## src/hw/rtl/cis_pkg.sv

```systemverilog
// ----------------------------------------------------------------------------
// cis_pkg
// Shared types, constants and helpers of the case-insensitive substring search.
// ----------------------------------------------------------------------------
package cis_pkg;

    localparam int MAX_NEEDLE_DEF    = 32;
    localparam int POSITION_BITS_DEF = 16;

    localparam int CODE_W  = 21;
    localparam int IDX_W   = 5;
    localparam int LEN_W   = 6;
    localparam int COUNT_W = 20;
    localparam int OP_W    = 2;

    localparam logic [CODE_W-1:0] SKIP_MARK   = 21'h000001;
    localparam logic [CODE_W-1:0] UPPER_FIRST = 21'h000041;
    localparam logic [CODE_W-1:0] UPPER_LAST  = 21'h00005A;
    localparam logic [CODE_W-1:0] LOWER_FIRST = 21'h000061;

    typedef enum logic [OP_W-1:0] {
        OP_NEW_SEARCH = 2'd0,
        OP_LOAD       = 2'd1,
        OP_TEXT       = 2'd2,
        OP_EMPTY_LINE = 2'd3
    } op_t;

    typedef struct packed {
        logic              clear;
        logic              shift;
        logic              fresh;
        logic [CODE_W-1:0] code;
    } cell_ctl_t;

    function automatic logic [CODE_W-1:0] fold_case(input logic [CODE_W-1:0] c);
        logic [CODE_W-1:0] r;
        r = c;
        if (c >= UPPER_FIRST && c <= UPPER_LAST) begin
            r = c - UPPER_FIRST + LOWER_FIRST;
        end
        return r;
    endfunction

endpackage

```

## src/hw/rtl/cis_cell.sv

```systemverilog
// ----------------------------------------------------------------------------
// cis_cell
// One needle position: holds its character and the prefix bit, and hands the
// prefix bit to the next position on every text character that is not skipped.
// ----------------------------------------------------------------------------
module cis_cell #(
    parameter bit HEAD = 1'b0
) (
    input  logic                      aclk,
    input  logic                      aresetn,
    input  cis_pkg::cell_ctl_t        ctl,
    input  logic                      load_sel,
    input  logic                      carry_in,
    output logic                      carry_out,
    output logic                      bit_next
);

    logic [cis_pkg::CODE_W-1:0] needle_reg;
    logic                       bit_reg;
    logic                       carry_eff;

    always_comb begin
        carry_eff = HEAD ? 1'b1 : (carry_in & ~ctl.fresh);
        bit_next  = carry_eff & (needle_reg == ctl.code);
    end

    assign carry_out = bit_reg;

    always_ff @(posedge aclk) begin
        if (load_sel) begin
            needle_reg <= ctl.code;
        end
    end

    always_ff @(posedge aclk) begin
        if (!aresetn) begin
            bit_reg <= 1'b0;
        end else if (ctl.clear) begin
            bit_reg <= 1'b0;
        end else if (ctl.shift) begin
            bit_reg <= bit_next;
        end
    end

endmodule

```

## src/hw/rtl/case_insensitive_substring_search_top.sv

```systemverilog
// ----------------------------------------------------------------------------
// case_insensitive_substring_search_top
// Streaming case-insensitive substring search over a row of needle cells.
// ----------------------------------------------------------------------------
//  channel  | direction | tdata                          | tuser
//  s_axis   | in        | char_code, needle_index        | operation, first_of_line
//  m_axis   | out       | match_row, match_col, count    | -
//  cfg      | in        | needle_length (write only)     | -
//
//  One request per cycle while s_axis_tready is high; its match, if any, appears on m_axis the next cycle.
//  All needle cells compare against the character in the same cycle.
//  A waiting match holds the output register; s_axis_tready stays high while
//  the output register is empty or being taken.
//  Synchronous active-low reset; needle characters are not reset.
// ----------------------------------------------------------------------------
module case_insensitive_substring_search_top #(
    parameter int MAX_NEEDLE    = cis_pkg::MAX_NEEDLE_DEF,
    parameter int POSITION_BITS = cis_pkg::POSITION_BITS_DEF
) (
    input  logic                              aclk,
    input  logic                              aresetn,
    input  logic                              cfg_wr_en,
    input  logic [cis_pkg::LEN_W-1:0]         cfg_wr_data,   // needle_length
    input  logic                              s_axis_tvalid,
    output logic                              s_axis_tready,
    input  logic [31:0]                       s_axis_tdata,  // char_code, needle_index
    input  logic [2:0]                        s_axis_tuser,  // operation, first_of_line
    output logic                              m_axis_tvalid,
    input  logic                              m_axis_tready,
    // match_row, match_col, match_count
    output logic [((2*POSITION_BITS+cis_pkg::COUNT_W+7)/8)*8-1:0] m_axis_tdata
);

    localparam int NW     = (MAX_NEEDLE > 1) ? $clog2(MAX_NEEDLE) : 1;
    localparam int PB     = POSITION_BITS;
    localparam int CW     = POSITION_BITS + 1;
    localparam int OUT_W  = ((2*POSITION_BITS+cis_pkg::COUNT_W+7)/8)*8;
    localparam int PAD_W  = OUT_W - 2*POSITION_BITS - cis_pkg::COUNT_W;
    localparam logic [CW-1:0] COL_CAP =
        CW'((64'(1) << POSITION_BITS) - 64'(1) + 64'(MAX_NEEDLE));

    logic [cis_pkg::CODE_W-1:0] in_code;
    logic [cis_pkg::IDX_W-1:0]  in_idx;
    cis_pkg::op_t               in_op;
    logic                       in_first;
    logic                       accept;

    logic [PB-1:0]                 line_reg, line_next;
    logic                          begun_reg, begun_next;
    logic [CW-1:0]                 col_reg, col_next;
    logic                          skip_reg, skip_next;
    logic [cis_pkg::COUNT_W-1:0]   count_reg, count_next;
    logic [cis_pkg::LEN_W-1:0]     len_reg, len_next;
    logic                          out_valid_reg, out_valid_next;
    logic [PB-1:0]                 out_row_reg, out_row_next;
    logic [PB-1:0]                 out_col_reg, out_col_next;
    logic [cis_pkg::COUNT_W-1:0]   out_count_reg, out_count_next;

    cis_pkg::cell_ctl_t            ctl;
    logic [MAX_NEEDLE-1:0]         load_sel;
    logic [MAX_NEEDLE-1:0]         bits;
    logic [MAX_NEEDLE-1:0]         bits_next;

    logic                          is_text;
    logic                          begin_txt;
    logic                          begin_any;
    logic                          skip_now;
    logic                          hit;
    logic [cis_pkg::LEN_W-1:0]     len_eff;
    logic [cis_pkg::LEN_W-1:0]     len_m1;
    logic [NW-1:0]                 hit_sel;
    logic [CW-1:0]                 col_cur;
    logic [CW-1:0]                 start;
    logic [PB-1:0]                 start_sat;

    assign in_code  = s_axis_tdata[cis_pkg::CODE_W-1:0];
    assign in_idx   = s_axis_tdata[cis_pkg::CODE_W +: cis_pkg::IDX_W];
    assign in_op    = cis_pkg::op_t'(s_axis_tuser[cis_pkg::OP_W-1:0]);
    assign in_first = s_axis_tuser[cis_pkg::OP_W];

    assign s_axis_tready = ~out_valid_reg | m_axis_tready;
    assign accept        = s_axis_tvalid & s_axis_tready;
    assign m_axis_tvalid = out_valid_reg;
    assign m_axis_tdata  = {{PAD_W{1'b0}}, out_count_reg, out_col_reg, out_row_reg};

    genvar k;
    generate
        for (k = 0; k < MAX_NEEDLE; k++) begin : g_cell
            assign load_sel[k] = accept && (in_op == cis_pkg::OP_LOAD) &&
                                 (32'(in_idx) == k);
            if (k == 0) begin : g_head
                cis_cell #(.HEAD(1'b1)) u_cell (
                    .aclk     (aclk),
                    .aresetn  (aresetn),
                    .ctl      (ctl),
                    .load_sel (load_sel[k]),
                    .carry_in (1'b1),
                    .carry_out(bits[k]),
                    .bit_next (bits_next[k])
                );
            end else begin : g_body
                cis_cell #(.HEAD(1'b0)) u_cell (
                    .aclk     (aclk),
                    .aresetn  (aresetn),
                    .ctl      (ctl),
                    .load_sel (load_sel[k]),
                    .carry_in (bits[k-1]),
                    .carry_out(bits[k]),
                    .bit_next (bits_next[k])
                );
            end
        end
    endgenerate

    always_comb begin
        is_text   = accept && (in_op == cis_pkg::OP_TEXT);
        begin_txt = is_text && (in_first || !begun_reg);
        begin_any = begin_txt || (accept && (in_op == cis_pkg::OP_EMPTY_LINE));
        skip_now  = begin_txt ? (in_code == cis_pkg::SKIP_MARK) : skip_reg;

        ctl.code  = cis_pkg::fold_case(in_code);
        ctl.fresh = begin_txt;
        ctl.shift = is_text && !skip_now;
        ctl.clear = (accept && (in_op == cis_pkg::OP_NEW_SEARCH ||
                                in_op == cis_pkg::OP_LOAD ||
                                in_op == cis_pkg::OP_EMPTY_LINE)) ||
                    (begin_txt && skip_now);

        if (32'(len_reg) > MAX_NEEDLE) begin
            len_eff = cis_pkg::LEN_W'(MAX_NEEDLE);
        end else begin
            len_eff = len_reg;
        end
        len_m1  = len_eff - cis_pkg::LEN_W'(1);
        hit_sel = NW'(len_m1);
        hit     = ctl.shift && (len_eff != '0) && bits_next[hit_sel];

        col_cur = begin_txt ? '0 : col_reg;
        if (col_cur >= CW'(len_m1)) begin
            start = col_cur - CW'(len_m1);
        end else begin
            start = '0;
        end
        start_sat = start[CW-1] ? {PB{1'b1}} : start[PB-1:0];

        line_next      = line_reg;
        begun_next     = begun_reg;
        col_next       = col_reg;
        skip_next      = skip_reg;
        count_next     = count_reg;
        len_next       = cfg_wr_en ? cfg_wr_data : len_reg;
        out_valid_next = out_valid_reg;
        out_row_next   = out_row_reg;
        out_col_next   = out_col_reg;
        out_count_next = out_count_reg;

        if (accept && in_op == cis_pkg::OP_NEW_SEARCH) begin
            line_next  = '1;
            begun_next = 1'b0;
            col_next   = '0;
            skip_next  = 1'b0;
            count_next = '0;
        end

        if (begin_any) begin
            if (!begun_reg) begin
                line_next = '0;
            end else if (!(&line_reg)) begin
                line_next = line_reg + PB'(1);
            end
            begun_next = 1'b1;
            col_next   = '0;
            skip_next  = begin_txt ? skip_now : 1'b0;
        end

        if (ctl.shift) begin
            col_next = (col_cur < COL_CAP) ? col_cur + CW'(1) : col_cur;
        end

        if (hit && !(&count_reg)) begin
            count_next = count_reg + cis_pkg::COUNT_W'(1);
        end

        if (accept) begin
            out_valid_next = hit;
            if (hit) begin
                out_row_next   = line_reg;
                out_col_next   = start_sat;
                out_count_next = (&count_reg) ? count_reg
                                              : count_reg + cis_pkg::COUNT_W'(1);
            end
            if (begin_any && hit) begin
                out_row_next = line_next;
            end
        end else if (m_axis_tready) begin
            out_valid_next = 1'b0;
        end
    end

    always_ff @(posedge aclk) begin
        if (!aresetn) begin
            line_reg      <= '1;
            begun_reg     <= 1'b0;
            col_reg       <= '0;
            skip_reg      <= 1'b0;
            count_reg     <= '0;
            len_reg       <= '0;
            out_valid_reg <= 1'b0;
        end else begin
            line_reg      <= line_next;
            begun_reg     <= begun_next;
            col_reg       <= col_next;
            skip_reg      <= skip_next;
            count_reg     <= count_next;
            len_reg       <= len_next;
            out_valid_reg <= out_valid_next;
        end
    end

    always_ff @(posedge aclk) begin
        out_row_reg   <= out_row_next;
        out_col_reg   <= out_col_next;
        out_count_reg <= out_count_next;
    end

endmodule
```

## config.mk

```make
export PLATFORM = sky130hd
export DESIGN_NAME = case_insensitive_substring_search_top
export DESIGN_NICKNAME = d
export VERILOG_FILES = /design/src/hw/rtl/cis_pkg.sv /design/src/hw/rtl/cis_cell.sv /design/src/hw/rtl/case_insensitive_substring_search_top.sv
export SDC_FILE = /design/constraint.sdc
export NUM_CORES = 1
export LEC_CHECK = 0
export BUFFER_PORTS_ARGS = -buffer_cell sky130_fd_sc_hd__buf_2
export CAP_MARGIN = 25
export CORE_MARGIN = 10
export CORE_UTILIZATION = 60
export DETAILED_ROUTE_END_ITERATION = 10
export GPL_TIMING_DRIVEN = 0
export MAX_ROUTING_LAYER = met4
export PLACE_DENSITY = 0.85
export RECOVER_POWER = 50
export REMOVE_ABC_BUFFERS = 1
export SLEW_MARGIN = 30
export SYNTH_ARGS = -nofsm -noshare
export SYNTH_HDL_FRONTEND = slang
export SYNTH_SLANG_ARGS = --single-unit
```

## constraint.sdc

```tcl
create_clock -name aclk -period 7.8 [get_ports aclk]
set_input_delay 1.56 -clock aclk [delete_from_list [all_inputs] [get_ports aclk]]
set_output_delay 1.56 -clock aclk [all_outputs]
set_load 0.005 [all_outputs]
```

* After elaboration in Yosys (flattened, before gate mapping) *
Cells that the tools add are included.

word-level totals
  register bits = 817
  input port bits = 46
  word-level logic and storage cells = 312

cells by class
  $add $sub $neg = 7
  magnitude comparators = 6
  eq/ne operators = 67
  mux-type cells = 26
  bitwise operators = 67
  reductions and logical operators = 66

operators by type and width
  cell                     count
  $eq A21 B21 Y1           32
  $mux W17                 6
  $mux W16                 6
  $eq A5 B5 Y1 const B     16
  $and A1 B1 Y1            63
  $mux W20                 3
  $logic_and A1 B1 Y1      45
  $eq A5 B4 Y1 const B     8
  $add A21 B7 Y21 const B  1
  $eq A21 B1 Y1 const B    1
  $ge A21 B7 Y1 const B    1
  $le A21 B7 Y1 const B    1
  $mux W21                 1
  $sub A21 B7 Y21 const B  1
  $add A20 B1 Y20 const B  1
  $eq A5 B3 Y1 const B     4
  $reduce_and A20 Y1       1
  $add A17 B1 Y17 const B  1
  $ge A17 B6 Y1            1
  $lt A17 B17 Y1 const B   1
  $sub A17 B6 Y17          1
  $add A16 B1 Y16 const B  1
  $reduce_and A16 Y1       1
  $eq A5 B2 Y1 const B     2
  20 further kinds         40

* Longest topological paths before layout *
Gate-level depths: netlist of the first run.

  depth after elaboration = 14
  mapped depth = 19
  gate-level depth less buffers = 15

* Modules after synthesis *
A second synthesis of the first run with hierarchy kept.

second synthesis, totals
  cells, all modules = 2785
  area, all modules = 37748.7 um^2

by module, submodules not included
  module                                    times used  cells an instance  area an instance (um^2)  sequential area each (um^2)
  cis_cell at g_cell[10].g_body.u_cell ...  31          61                 954.7                    650.6
  case_insensitive_substring_search_top     1           839                7244.4                   2802.7
  cis_cell at g_cell[0].g_head.u_cell       1           55                 909.6                    650.6

* Worst setup path after synthesis of the first run *
No wires, ideal clock.

  path type = input -> register
  start = in s_axis_tdata[8]
  end = reg out_row_reg[6], data pin
  library setup time = 0.307 ns
  data arrival time = 5.708 ns
  required time = 7.493 ns
  setup slack = 1.785 ns
  stages on the path = 14
  buffers on the path = 3
  path through = clkbuf_1 -> nor4_1 -> nand4_1 -> o31ai_1 -> buf_2 -> buf_2 -> xnor2_1 -> nand4_1 -> a311oi_1 -> nand4_2 -> a21oi_2 -> nor2_4 -> inv_1 -> a211oi_1

RTL lines
  item                  RTL line                                      RTL
  start, declared       case_insensitive_substring_search_top.sv:26   input logic [31:0] s_axis_tdata,
  end signal, assigned  case_insensitive_substring_search_top.sv:221  out_row_reg <= out_row_next;
  end, declared         case_insensitive_substring_search_top.sv:55   logic [PB-1:0] out_row_reg, out_row_next;

* Worst setup path after layout of the first run *
  start = in s_axis_tdata[20]
  end = reg out_row_reg[6], data pin

between the ends
  longest elaborated chain between the ends = 10

ends and longest elaborated chain
  item                                                           RTL line                                      RTL
  $sub A21 B7 Y21, or another cell as far along                  cis_pkg.sv:39                                 r = c - UPPER_FIRST + LOWER_FIRST;
  $add A21 B7 Y21 / $logic_and A1 B1 Y1 (equally long branches)  cis_pkg.sv:39, cis_pkg.sv:38
  $mux W21                                                       cis_pkg.sv:38                                 if (c >= UPPER_FIRST && c <= UPPER_LAST) begin
  $eq A21 B21 Y1                                                 cis_cell.sv:24                                bit_next = carry_eff & (needle_reg == ctl.code);
  $and A1 B1 Y1                                                  cis_cell.sv:24
  $bmux W1 S5                                                    case_insensitive_substring_search_top.sv:136  hit = ctl.shift && (len_eff != '0) && bits_next[hit_sel];
  $mux W1 (not written as such)                                  case_insensitive_substring_search_top.sv:136
  $logic_and A1 B1 Y1 *                                          case_insensitive_substring_search_top.sv:136
  $logic_and A1 B1 Y1 *                                          case_insensitive_substring_search_top.sv:192  if (begin_any && hit) begin
  $mux W16 *                                                     case_insensitive_substring_search_top.sv:192

Every way passes the cells marked *; elsewhere a longest branch is shown, timed or not. The select of a mux whose other input is x is not followed.
A chain may end at the register's enable or synchronous reset.

==> results.tsv, run 1 <==
metric	value	unit
layout.nets	2856	
fillCellCount	3805	
grtUsageTotal	26.43	%
clk_root_buffer_cell	clkbuf_16	
post-synth-top-count-cell	edfxtp_1	
clkTransAtPathRegs	60	ps
endpoint_kind	flip-flop	
min_period	7376	ps
synth_common_cells	edfxtp_1 (724), xnor2_1 (427), xor2_1 (262), nand2_1 (138), nand4_1 (130)	
placed_cell_area	38600	sq um
synth_area_leader_cell	edfxtp_1	
portBuffers	93	
start_util	60.53	%
avgSynthCellArea	13.49	sq um
p_leak	13.30	nW
fin_cells	3649	
syn2layout_area_growth	13.04	%
cap_viol_max_count	6	
worstReg2RegEnd	out_row_reg[6]$_DFFE_PP_	
holdPathEnd	g_cell[28].g_body.u_cell.carry_out$_SDFFE_PP0P_	
layout.area.seq	23600	sq um
grt_max_degree	76	
arrival	7700	ps
muxShareOfSynthArea	0.4520	%
hold_buffers	0	
vias_per_cell	6.434	
die_y	266.8	um
slew-limit-headroom	-102.0	%
postLayoutCellArea	41300	sq um
grt_overflow	0	
core	60360	sq um
routabilityCongestion	0.8320	
num_io_pins	104	
drtIter0Drc	2637	
synth_cells	2708	
synth_edf_count	724	
grt_antenna_before_repair	4	
rsz0062_at_grt	false	
detail-route-antenna-nets	0	
finalSetupViolCount	0	
wl	92.41	mm
synth_area	36540	sq um
required	8120	ps
synth.distinct_cells	93	
synth_xor_xnor_area_share	16.70	%
die-width	266.8	um
ctsResizeCount	0	
final_max_slew_viol_count	242	
synth_top_family_by_area	XOR/XNOR gates	
clock-sinks	817	
placed_cells	3495	
firstDrtPassIters	6	
hp-class	reg2reg	
cts-buffers-inserted	80	
synth-compound-area-share	5.548	%
cts_buffer_depth	3	
dpl.hpwl	54.48	mm
synthAdderAreaFrac	0.5000	%
final_layout_size_suffix_gt1_share	10.20	%
violations	max-capacitance violations, max-slew violations	
drc	0	
cp_max_fo	37	
multiInputGateArea	12290	sq um
worst_slew_pin_slew	3030	ps
regToRegSetupSlack	2000	ps
grt_first_pass_wirelength	140.7	mm
rr_startpoint	len_reg[0]$_SDFFE_PN0P_	
yosys_warnings	0	
hold_depth	2	
h-tree-depth	3	
max-vdd-ir-drop	0.2721	mV
synth_top_area_share	59.50	%
postCtsSetupBuffers	0	
ys.flop_type	edfxtp_1	
ys_ff_latch	817	
routedWlPerCell	25.32	um
cellPowerDensity	232.4	nW/um^2
status	finished with violations	
synthSimpleGateAreaFrac	10.02	%
vias	23480	
r2r_cells	14	
fin_crit_sh	94.56	%
dieArea	71160	sq um
largest_reg_flops	651	
synth_area_leaders	edfxtp_1 (60%), xnor2_1 (10%), xor2_1 (6.3%)	
clock_skew	30.13	ps
cts_tree	built	
synthArstFlopShare	0	%
yosysSeqAreaShare	64.60	%
max_freq	135.6	MHz
path_class	in2reg	
rows	90	
final_hold_viol_count	0	
clk_latency	640	ps
start_kind	input pin	
hold_path.startpoint	g_cell[28].g_body.u_cell.carry_out$_SDFFE_PP0P_	
grt_pass1_vias	23950	
-- metrics by stage --
| stage | power [mW] | worst slack [ps] | utilization (%) | setup TNS, ps | hold slack (ps) |
|---|---|---|---|---|---|
| 2_1_floorplan | 5.195 | -1785 | - | -126910 | 428.4 |
| 5_1_grt | 9.817 | 279.3 | 68.42 | 0 | 474.9 |
| 4_1_cts | 9.614 | 768.5 | 68.67 | 0 | 460.2 |
| 3_3_place_gp | 5.450 | -7166 | 61.80 | -974220 | 441.1 |
| 6_report | 9.597 | 424.3 | 68.42 | 0 | 460.5 |
| 3_5_place_dp | 5.524 | 195.7 | 63.95 | 0 | 447.6 |
-- cell families (layout without fill, tap and decap cells) --
group,after synthesis,count (layout)
flip-flops,817,817
XOR/XNOR,692,692
AND/OR/NAND/NOR,692,692
AO/OA/AOI/OAI,287,287
buffers and inverters,189,341
multiplexers,16,16
adder cells (fa/ha/maj),14,14
other,1,8
-- per-layer routing --
layer | part of all wire (%) | vias to the layer above | global-route usage (%) | wire length (um)
met5 | 0 | - | - | 0
met2 | 49 | 1538 | 43.16 | 45230
met3 | 11 | 283 | 5.402 | 10340
met1 | 36 | 11580 | 32.17 | 33420
li1 | - | 10080 | - | -
met4 | 3.7 | 0 | 10.06 | 3427
-- cells in the final DEF, fill, tap and decap left out, types with 45 or more instances in the layout --
cell / Yosys / final
nand2_1: 138 / 138
nand4_1: 130 / 130
buf_6: 5 / 48
nor2_1: 116 / 100
a21oi_1: 89 / 88
clkbuf_16: 0 / 82
edfxtp_1: 724 / 724
xor2_1: 262 / 262
clkbuf_1: 118 / 78
xnor2_1: 427 / 426
dfxtp_1: 93 / 93
nor4_1: 91 / 90
nor3_1: 46 / 45
-- power by group --
part	switching, mW	internal (mW)	leakage [nW]
logic	0.428	0.216	4.58
clock network	1.68	2.47	1.39
registers	0.0227	4.78	7.34
-- area by class of cell --
type	count	area share (%)
Timing Repair Buffer	164	3.545
Antenna cell	4	0.02424
Multi-Input combinational cell	1705	29.76
Inverter	28	0.2605
Clock buffer	120	5.702
Sequential cell	817	57.15
Clock inverter	29	1.194
Tap cell	782	2.369
-- how the worst max path moves through the flow --
| stage | end | start | depth (start not counted) |
|---|---|---|---|
| 4_1_cts | out_row_reg[6]$_DFFE_PP_ | s_axis_tdata[3] | 16 |
| 6_report | out_row_reg[6]$_DFFE_PP_ | s_axis_tdata[20] | 13 |
| 3_5_place_dp | out_row_reg[6]$_DFFE_PP_ | s_axis_tdata[3] | 16 |
| 3_3_place_gp | out_row_reg[6]$_DFFE_PP_ | s_axis_tdata[1] | 12 |
| 2_1_floorplan | out_row_reg[6]$_DFFE_PP_ | s_axis_tdata[8] | 12 |
| 5_1_grt | out_row_reg[6]$_DFFE_PP_ | s_axis_tdata[20] | 13 |
-- worst max-delay path: stages --
cell and delay (ps):
buf_4 460, clkbuf_1 1810, xor2_1 210, nor4_1 310, nand3_1 150, nor4_1 500
nand4_1 350, a311oi_1 420, nand4_2 340, a21oi_2 570, nor2_4 170, inv_2 610
a211oi_1 190
Power figures use the tool's default switching activity.
==> run 2: changes to the inputs <==
--- a/config.mk
+++ b/config.mk
@@ -5,12 +5,12 @@
 export SDC_FILE = /design/constraint.sdc
 export NUM_CORES = 1
 export LEC_CHECK = 0
+export ABC_AREA = 0
 export BUFFER_PORTS_ARGS = -buffer_cell sky130_fd_sc_hd__buf_2
 export CAP_MARGIN = 25
 export CORE_MARGIN = 10
 export CORE_UTILIZATION = 60
 export DETAILED_ROUTE_END_ITERATION = 10
-export GPL_TIMING_DRIVEN = 0
 export MAX_ROUTING_LAYER = met4
 export PLACE_DENSITY = 0.85
 export RECOVER_POWER = 50
==> run 2 against run 1 <==
  * Wire length fell by 3.3%
  * Sequential share of layout area rose by 1.2 points
  * The flow still finishes with violations (max-capacitance violations, max-slew violations)
  * Global-route usage decreased by 0.84 points
  * Clock power fell by 7.7%
  * Largest cell class unchanged
  * Critical endpoint is now out_col_reg[0]$_SDFFCE_PP1P_
  * Die area unchanged
  * Worst setup slack better by 140 ps
  * Sequential power hardly changed
  * Critical path type unchanged
  * Core utilization down 1.5 points
==> results.tsv, run 2 (synthesis gave the netlist of run 1 again) <==
metric	value	unit
clkTransAtPathRegs	60	ps
cts_buffer_depth	3	
fillCellCount	3966	
core	60360	sq um
worst_slew_pin_slew	3072	ps
final_layout_size_suffix_gt1_share	8.418	%
rsz0062_at_grt	false	
num_io_pins	104	
vias_per_cell	6.306	
layout.nets	2857	
crit_buf_inv	5	
max-vdd-ir-drop	0.2225	mV
grtUsageTotal	25.58	%
fin_ws	564.4	ps
grt_first_pass_wirelength	136.4	mm
globalRouteMet2Util	41.41	%
place_ws	692.7	ps
rows	90	
cap_viol_max_count	13	
arrival	7490	ps
dpl.hpwl	52.56	mm
vias	23020	
p_leak	12.96	nW
start_kind	input pin	
die-width	266.8	um
clk_root_buffer_cell	clkbuf_16	
portBuffers	93	
wl	89.33	mm
cellPowerDensity	228.6	nW/um^2
fin_util	66.97	%
critPathSlowestCell	clkbuf_1	
clock-sinks	817	
top_usage_layer	met2	
violations	max-capacitance violations, max-slew violations	
clk_latency	640	ps
required	8060	ps
path_class	in2reg	
status	finished with violations	
die_y	266.8	um
grt_max_degree	76	
h-tree-depth	3	
grt_pass1_vias	23290	
cts-buffers-inserted	82	
grt_overflow	0	
routedWlPerCell	24.47	um
firstDrtPassIters	5	
dieArea	71160	sq um
fin_crit_sh	92.76	%
final_hold_viol_count	0	
slew-limit-headroom	-104.8	%
mostFrequentLayoutCells	edfxtp_1 (724), xnor2_1 (426), xor2_1 (262), nand2_1 (138), nand4_1 (130)	
drtIter0Drc	2522	
use_met1	31.53	%
ctsResizeCount	0	
slowest_delay	1750	ps
fin_tns_setup	0	ps
hp-class	reg2reg	
finalSetupViolCount	0	
endpoint_kind	flip-flop	
crit_family	buffers and inverters	
syn2layout_area_growth	10.64	%
cp_max_fo	36	
crit_chain	clkbuf_1, clkbuf_1, buf_4, xor2_1, nor4_1, nand4_1, a2111oi_0, nand4b_1, nor2_1, a211oi_1, o311a_1, a21oi_2, nor2_4, inv_1, buf_4	
final_max_slew_viol_count	395	
hold_buffers	0	
clock_skew	32.31	ps
final_common_cell	edfxtp_1	
min_period	7236	ps
grt_antenna_before_repair	6	
drc	0	
largest_reg_flops	651	
max_freq	138.2	MHz
routabilityCongestion	0.8863	
cts_tree	built	
start_util	60.53	%
gr-usage-met3	5.273	%
postCtsSetupBuffers	0	
detail-route-antenna-nets	0	
-- run 2: cell types whose count changed in the layout (fill, tap and decap cells not counted), moves of 7 or more --
cell,delta
buf_6,-47
buf_4,+45
clkinv_1,+21
buf_16,-15
clkbuf_1,+12
nor2_1,+12
clkbuf_8,-10
nor2_2,-7
-- run 2: final cells by class --
class                           count  area [sq um]  area share [%]
Antenna cell                        5         12.51         0.03095
Clock buffer                      104          2216           5.482
Clock inverter                     46         399.1          0.9874
Inverter                           28         105.1          0.2600
Multi-Input combinational cell   1705         12220           30.23
Sequential cell                   817         23600           58.39
Tap cell                          782         978.4           2.420
Timing Repair Buffer              163         890.9           2.204
-- run 2: power by group --
group	switching [mW]	internal, mW
logic	0.416	0.190
clock network	1.64	2.18
registers	0.0226	4.79
-- run 2: per-layer routing --
metal | up-vias | routed length [um]
met4 | 0 | 3077
met3 | 237 | 9562
li1 | 10080 | -
met2 | 1326 | 43610
met1 | 11380 | 33080
met5 | - | 0
-- run 2: through the flow --
step / cell area, sq um / power [mW] / hold WS, ps / cells
CTS: 40560 / 9.265 / 457.6 / 3644
finish: 40420 / 9.239 / 457.8 / 3650
floorplan: 35860 / 5.195 / 428.4 / 2550
detailed placement: 37940 / 5.487 / 447.4 / 3494
global route: 40420 / 9.493 / 490.7 / 3648
global placement: 37930 / 5.458 / 445.0 / 3494
-- run 2: final timing paths --
path,from,to,slack [ps],cells past startpoint
max,s_axis_tdata[15],out_col_reg[0]$_SDFFCE_PP1P_,560,15
min,g_cell[23].g_body.u_cell.carry_out$_SDFFE_PP0P_,g_cell[23].g_body.u_cell.carry_out$_SDFFE_PP0P_,460,2
min reg2reg,g_cell[23].g_body.u_cell.carry_out$_SDFFE_PP0P_,g_cell[23].g_body.u_cell.carry_out$_SDFFE_PP0P_,460,2
max reg2reg,len_reg[0]$_SDFFE_PN0P_,out_row_reg[2]$_DFFE_PP_,1780,12
-- run 2: worst min-delay path, cell delays in order (launching register included) --
cell	delay (ps)
dfxtp_1	310
nand2_1	50
a21oi_1	50
